--- src/rtl/vector_magnitude_3d_top_defines.svh ---
// Assertion macros for the vector magnitude block.
// Each expects clk and rst in scope at the point of use.
`ifndef VECTOR_MAGNITUDE_3D_TOP_DEFINES_SVH
`define VECTOR_MAGNITUDE_3D_TOP_DEFINES_SVH

`ifndef SYNTH

// Same-cycle implication.
`define VM3_ASSERT_IMP(lbl, ante, cons) \
  lbl: assert property (@(posedge clk) disable iff (rst) (ante) |-> (cons)) \
    else $error("vm3 check failed");

// Next-cycle implication.
`define VM3_ASSERT_NXT(lbl, ante, cons) \
  lbl: assert property (@(posedge clk) disable iff (rst) (ante) |=> (cons)) \
    else $error("vm3 check failed");

`else

`define VM3_ASSERT_IMP(lbl, ante, cons)
`define VM3_ASSERT_NXT(lbl, ante, cons)

`endif

`endif

--- src/rtl/vm3_pkg.sv ---
package vm3_pkg;

  // Default sample width in bits (components are taken as two's complement).
  localparam int SAMPLE_WIDTH_DEF = 32;

  // Field and register widths fixed by the interface.
  localparam int FIELD_W = 32;
  localparam int DATA_W  = 32;
  localparam int ADDR_W  = 3;
  localparam int COUNT_W = 2;

  // Register index of component_count.
  localparam logic [0:0] REG_COMPONENT_COUNT = 1'b0;

  // component_count codes and reset value.
  localparam logic [COUNT_W-1:0] COUNT_TWO   = 2'd2;
  localparam logic [COUNT_W-1:0] COUNT_THREE = 2'd3;
  localparam logic [COUNT_W-1:0] COUNT_RESET = 2'd1;

  // Control that travels with each word through the pipeline.
  typedef struct packed {
    logic valid;
    logic last;
  } meta_t;

endpackage

--- src/rtl/vm3_sqrt_pipe.sv ---
// Pipelined integer square root, one result bit resolved per stage.
module vm3_sqrt_pipe #(
  parameter int SAMPLE_WIDTH = vm3_pkg::SAMPLE_WIDTH_DEF
) (
  input  logic                      clk,
  input  logic                      rst,
  input  logic                      adv,
  input  vm3_pkg::meta_t            meta_in,
  input  logic [2*SAMPLE_WIDTH-1:0] radicand,
  output vm3_pkg::meta_t            meta_out,
  output logic [SAMPLE_WIDTH-1:0]   root
);

  localparam int W  = SAMPLE_WIDTH;
  localparam int RW = 2 * SAMPLE_WIDTH;

  // Stage registers; index s holds the word after s result bits.
  logic [W-1:0]    root_q [1:W];
  vm3_pkg::meta_t  meta_q [1:W];
  logic [RW-1:0]   rem_q  [1:W-1];

  for (genvar s = 0; s < W; s++) begin : g_stage
    localparam int B = W - 1 - s;

    logic [RW-1:0]  rem_in;
    logic [W-1:0]   root_in;
    vm3_pkg::meta_t meta_st;
    logic [RW:0]    trial;
    logic           fits;
    logic [RW-1:0]  rem_next;
    logic [W-1:0]   root_next;

    if (s == 0) begin : g_head
      assign rem_in  = radicand;
      assign root_in = '0;
      assign meta_st = meta_in;
    end else begin : g_body
      assign rem_in  = rem_q[s];
      assign root_in = root_q[s];
      assign meta_st = meta_q[s];
    end

    // Try setting bit B: (r + 2^B)^2 - r^2 = r*2^(B+1) + 2^(2B)
    always_comb begin
      trial     = ({1'b0, RW'(root_in)} << (B + 1)) + ((RW + 1)'(1) << (2 * B));
      fits      = ({1'b0, rem_in} >= trial);
      rem_next  = fits ? (rem_in - trial[RW-1:0]) : rem_in;
      root_next = root_in;
      root_next[B] = fits;
    end

    // Valid bits
    always_ff @(posedge clk) begin
      if (rst) begin
        meta_q[s+1].valid <= 1'b0;
      end else if (adv) begin
        meta_q[s+1].valid <= meta_st.valid;
      end
    end

    // Payload
    always_ff @(posedge clk) begin
      if (adv) begin
        meta_q[s+1].last <= meta_st.last;
        root_q[s+1]      <= root_next;
      end
    end

    if (s < W - 1) begin : g_rem
      always_ff @(posedge clk) begin
        if (adv) begin
          rem_q[s+1] <= rem_next;
        end
      end
    end
  end

  assign meta_out = meta_q[W];
  assign root     = root_q[W];

endmodule

--- config.mk ---
export PLATFORM = sky130hd
export DESIGN_NAME = vm3_sqrt_pipe
export DESIGN_NICKNAME = d
export VERILOG_FILES = /design/src/rtl/vector_magnitude_3d_top_defines.svh /design/src/rtl/vm3_pkg.sv /design/src/rtl/vm3_sqrt_pipe.sv
export SDC_FILE = /design/constraint.sdc
export NUM_CORES = 2
export LEC_CHECK = 0
export BUFFER_PORTS_ARGS = -buffer_cell sky130_fd_sc_hd__buf_2
export CAP_MARGIN = 40
export CORE_MARGIN = 2
export CORE_UTILIZATION = 55
export CTS_CLUSTER_SIZE = 12
export DETAILED_ROUTE_END_ITERATION = 8
export HOLD_SLACK_MARGIN = 0.1
export MAX_ROUTING_LAYER = met4
export PLACE_DENSITY = 0.67
export SLEW_MARGIN = 5
export SYNTH_ARGS = -nofsm -noshare
export SYNTH_HDL_FRONTEND = slang
export SYNTH_SLANG_ARGS = --single-unit
--- constraint.sdc ---
create_clock -name clk -period 8 [get_ports clk]
set_clock_uncertainty 0.15 [all_clocks]
set_input_delay 1.2 -clock clk [delete_from_list [all_inputs] [get_ports clk]]
set_output_delay 1.2 -clock clk [all_outputs]
set_load 0.05 [all_outputs]
==> flow_metrics.py <==
metrics = {
    "cts": {
        "post_cts_resized": 0,
        "htreeDepth": 5,
        "post-cts-setup-buffers": 0,
        "cts.clk_slew.worst_paths_ns": 0.06,
        "clock-sinks": 2576,
        "cts_root_buf": "clkbuf_16",
        "clk_latency_ns": 0.93,
        "cts_buffer_depth": 4,
        "cts_tree": "built",
        "postCtsHoldBufs": 0,
        "numCtsBuffers": 296,
    },
    "sta": {
        "setup_tns_ns": 0,
        "post-route-period-util": 0.616,
        "timing.fmax_mhz": 203,
        "finalHoldViolCount": 0,
        "setup_viol": 0,
        "relSlewSlack": 0.302,
        "finalWorstSetupSlack_ns": 3.07,
        "rsz0062_at_grt": "false",
        "worst_pin_slew_ns": 1.05,
        "min_period_ns": 4.93,
        "maxSlewViolCount": 0,
    },
    "routing": {
        "wl_met1_um": 139000,
        "post_drt_wl_per_cell_um": 23.3,
        "routed-wl-met2_um": 141000,
        "vias_per_cell": 5.98,
        "drcViolationCount": 0,
        "drt_iter0_drc": 8168,
        "ant_nets": 0,
        "totalWireLength_um": 304000,
        "route.vias.total": 77980,
        "wl_met3_um": 17600,
        "routed.top_layer": "met4",
        "first_pass_iters": 6,
    },
    "synthesis": {
        "ys_async_sr_fraction": 0,
        "synth-edff-count": 2576,
        "postSynthAreaPerCell_um2": 12.7,
        "yosysWarningCount": 0,
        "netlist.top_cell.by_area": "edfxtp_1",
        "ys_seq_area_frac": 0.632,
        "synthFlopType": "edfxtp_1",
        "yosysMostFrequentCell": "edfxtp_1",
        "yosys_register_bits": 2576,
        "synth_cell_types": 90,
        "netlist_top_cells_count": "2576 x edfxtp_1, 692 x nor2_1, 686 x inv_1",
        "synth.area.top_cells": "edfxtp_1 63%, ha_1 5.7%, xnor2_1 3.7%",
        "synth_cells": 9626,
        "yosysTopAreaCellShare": 0.632,
        "synth_fp_nets": 10253,
        "syn-cell-area_um2": 122000,
    },
    "setup_path": {
        "cp.arrival_ns": 5.40,
        "crit_path_max_fanout": 59,
        "start_kind": "flip-flop",
        "path_class": "flip-flop to flip-flop",
        "endpoint_kind": "flip-flop",
        "required_ns": 8.47,
    },
    "pwr": {
        "p_sw_mw": 11.6,
        "leakage_nw": 50.9,
        "pwr-share-clk": 0.317,
        "power_frac_comb": 0.213,
        "power.density_nw_per_um2": 292,
        "p_int_mw": 27.9,
        "p_total_mw": 39.5,
        "swShare": 0.294,
        "seqPwrFrac": 0.471,
        "vdd_drop_max_uv": 199,
    },
    "floorplan": {
        "start_util": 0.552,
        "die_w_um": 476,
        "dieArea_um2": 226000,
        "coreArea_um2": 222000,
        "die_h_um": 476,
        "ios": 103,
        "rows": 173,
    },
    "global_route": {
        "grt_max_degree": 198,
        "grt_pass1_wl_um": 459000,
        "globalRouteOverflowTotal": 0,
        "antenna_found_initial": 14,
        "grt_pass1_vias": 74732,
        "grtUsageTotal": 0.274,
    },
    "placement": {
        "pre_cts_ws_ns": 3.29,
        "dp_hpwl_um": 226000,
        "portBuffers": 102,
        "gp_congestion": 0.949,
    },
    "final_layout": {
        "ff_latch_area_um2": 77400,
        "drive_gt1_frac": 0.0731,
        "fillers": 17318,
        "nets": 10529,
        "multi_input_area_um2": 41800,
        "syn2layout_area_growth_pct": 10.7,
    },
    "min_path": {
        "hold_path.class": "flip-flop to flip-flop",
    },
    "status": {
        "status": "finished, final reports clean",
    },
    "job": {
        "max-cap-violations": 0,
    },
}
[metal layers]
| layer | vias to the layer above | global-route usage |
|---|---|---|
| met1 | 38628 | 0.395 |
| met2 | 2369 | 0.420 |
| met4 | 0 | 0.0641 |
| met3 | 444 | 0.0331 |
| li1 | 36539 | - |
| met5 | - | - |
[worst max-delay path, cell delays in order (launching register included)]
cell,delay [ns]
edfxtp_1,0.42
inv_1,0.07
ha_1,0.42
o21a_1,0.17
o31a_1,0.18
o31a_1,0.29
a21oi_1,0.19
o21ai_0,0.62
a31oi_1,0.37
nand2b_2,0.16
buf_4,0.56
nand4bb_1,0.48
nor4_1,0.42
xor2_1,0.12
[sequential cells by signal (all words and copies together), names as in the netlist]
| name | flops |
|---|---|
| meta_q | 64 |
| rem_q | 1984 |
| root_q | 528 |
[kinds of logic after synthesis]
group | after synthesis | synth area share
compound gates | 1812 | 0.0920
xor+xnor | 882 | 0.0631
fa+ha+maj | 558 | 0.0571
buf+inv | 889 | 0.0274
flops | 2576 | 0.632
mux | 104 | 0.00949
simple gates | 2805 | 0.119
[metrics by stage]
step / std cells / utilization / hold slack (ns) / instance area [µm²]
global placement: 12562 / 0.571 / 0.250 / 127000
CTS: 13040 / 0.611 / 0.195 / 135000
global route: 13046 / 0.611 / 0.217 / 135000
detailed placement: 12578 / 0.572 / 0.255 / 127000
finish: 13047 / 0.611 / 0.239 / 135000
floorplan: 9626 / - / 0.250 / 122000
[cell usage in the layout, fill, tap and decap left out, drive strengths merged, types with 41 or more instances in the layout]
cell,synthesis,final
xnor2,513,513
nand3,173,173
buf,31,174
or4,53,53
nand2b,115,115
o21a,124,124
xor2,369,369
mux2,96,96
nor4b,42,42
clkbuf,172,346
nor2,692,692
or3,94,94
a31oi,51,51
o21bai,55,55
a21oi,649,649
nor3,236,236
and2,56,56
a21o,232,232
nand2,523,523
o21ai,381,381
nor2b,86,86
edfxtp,2576,2576
ha,558,558
clkinv,0,88
nor4,338,338
inv,686,691
a211oi,41,41
nand4,180,180
[path summary, 6_finish.rpt]
| path | from | end | slack (ns) | cells after the start |
|---|---|---|---|---|
| setup / recovery | root_q[0][901] | rem_q[29][60] | 3.07 | 13 |
| hold / removal | rem_q[5][41] | rem_q[6][41] | 0.24 | 0 |
| setup reg to reg | root_q[0][901] | rem_q[29][60] | 3.07 | 13 |
| hold reg to reg | rem_q[5][41] | rem_q[6][41] | 0.24 | 0 |
[area by class of cell]
cell class                 count  share of cell area
clock buffer                 346              0.0570
multi-input combinational   6161               0.308
inverter                     686              0.0190
timing repair buffer         181             0.00980
tap                         2975              0.0275
antenna                        6            0.000111
clock inverter               116             0.00745
sequential                  2576               0.571
[power by group through the flow]
stage	registers, mW	logic [mW]	clock network (mW)
floorplan	18.1	6.07	0
global placement	18.8	8.16	0
detailed placement	18.8	8.24	0
CTS	18.6	8.32	12.8
global route	18.8	9.26	13.3
finish	18.6	8.40	12.5
Power figures use the tool's default switching activity.
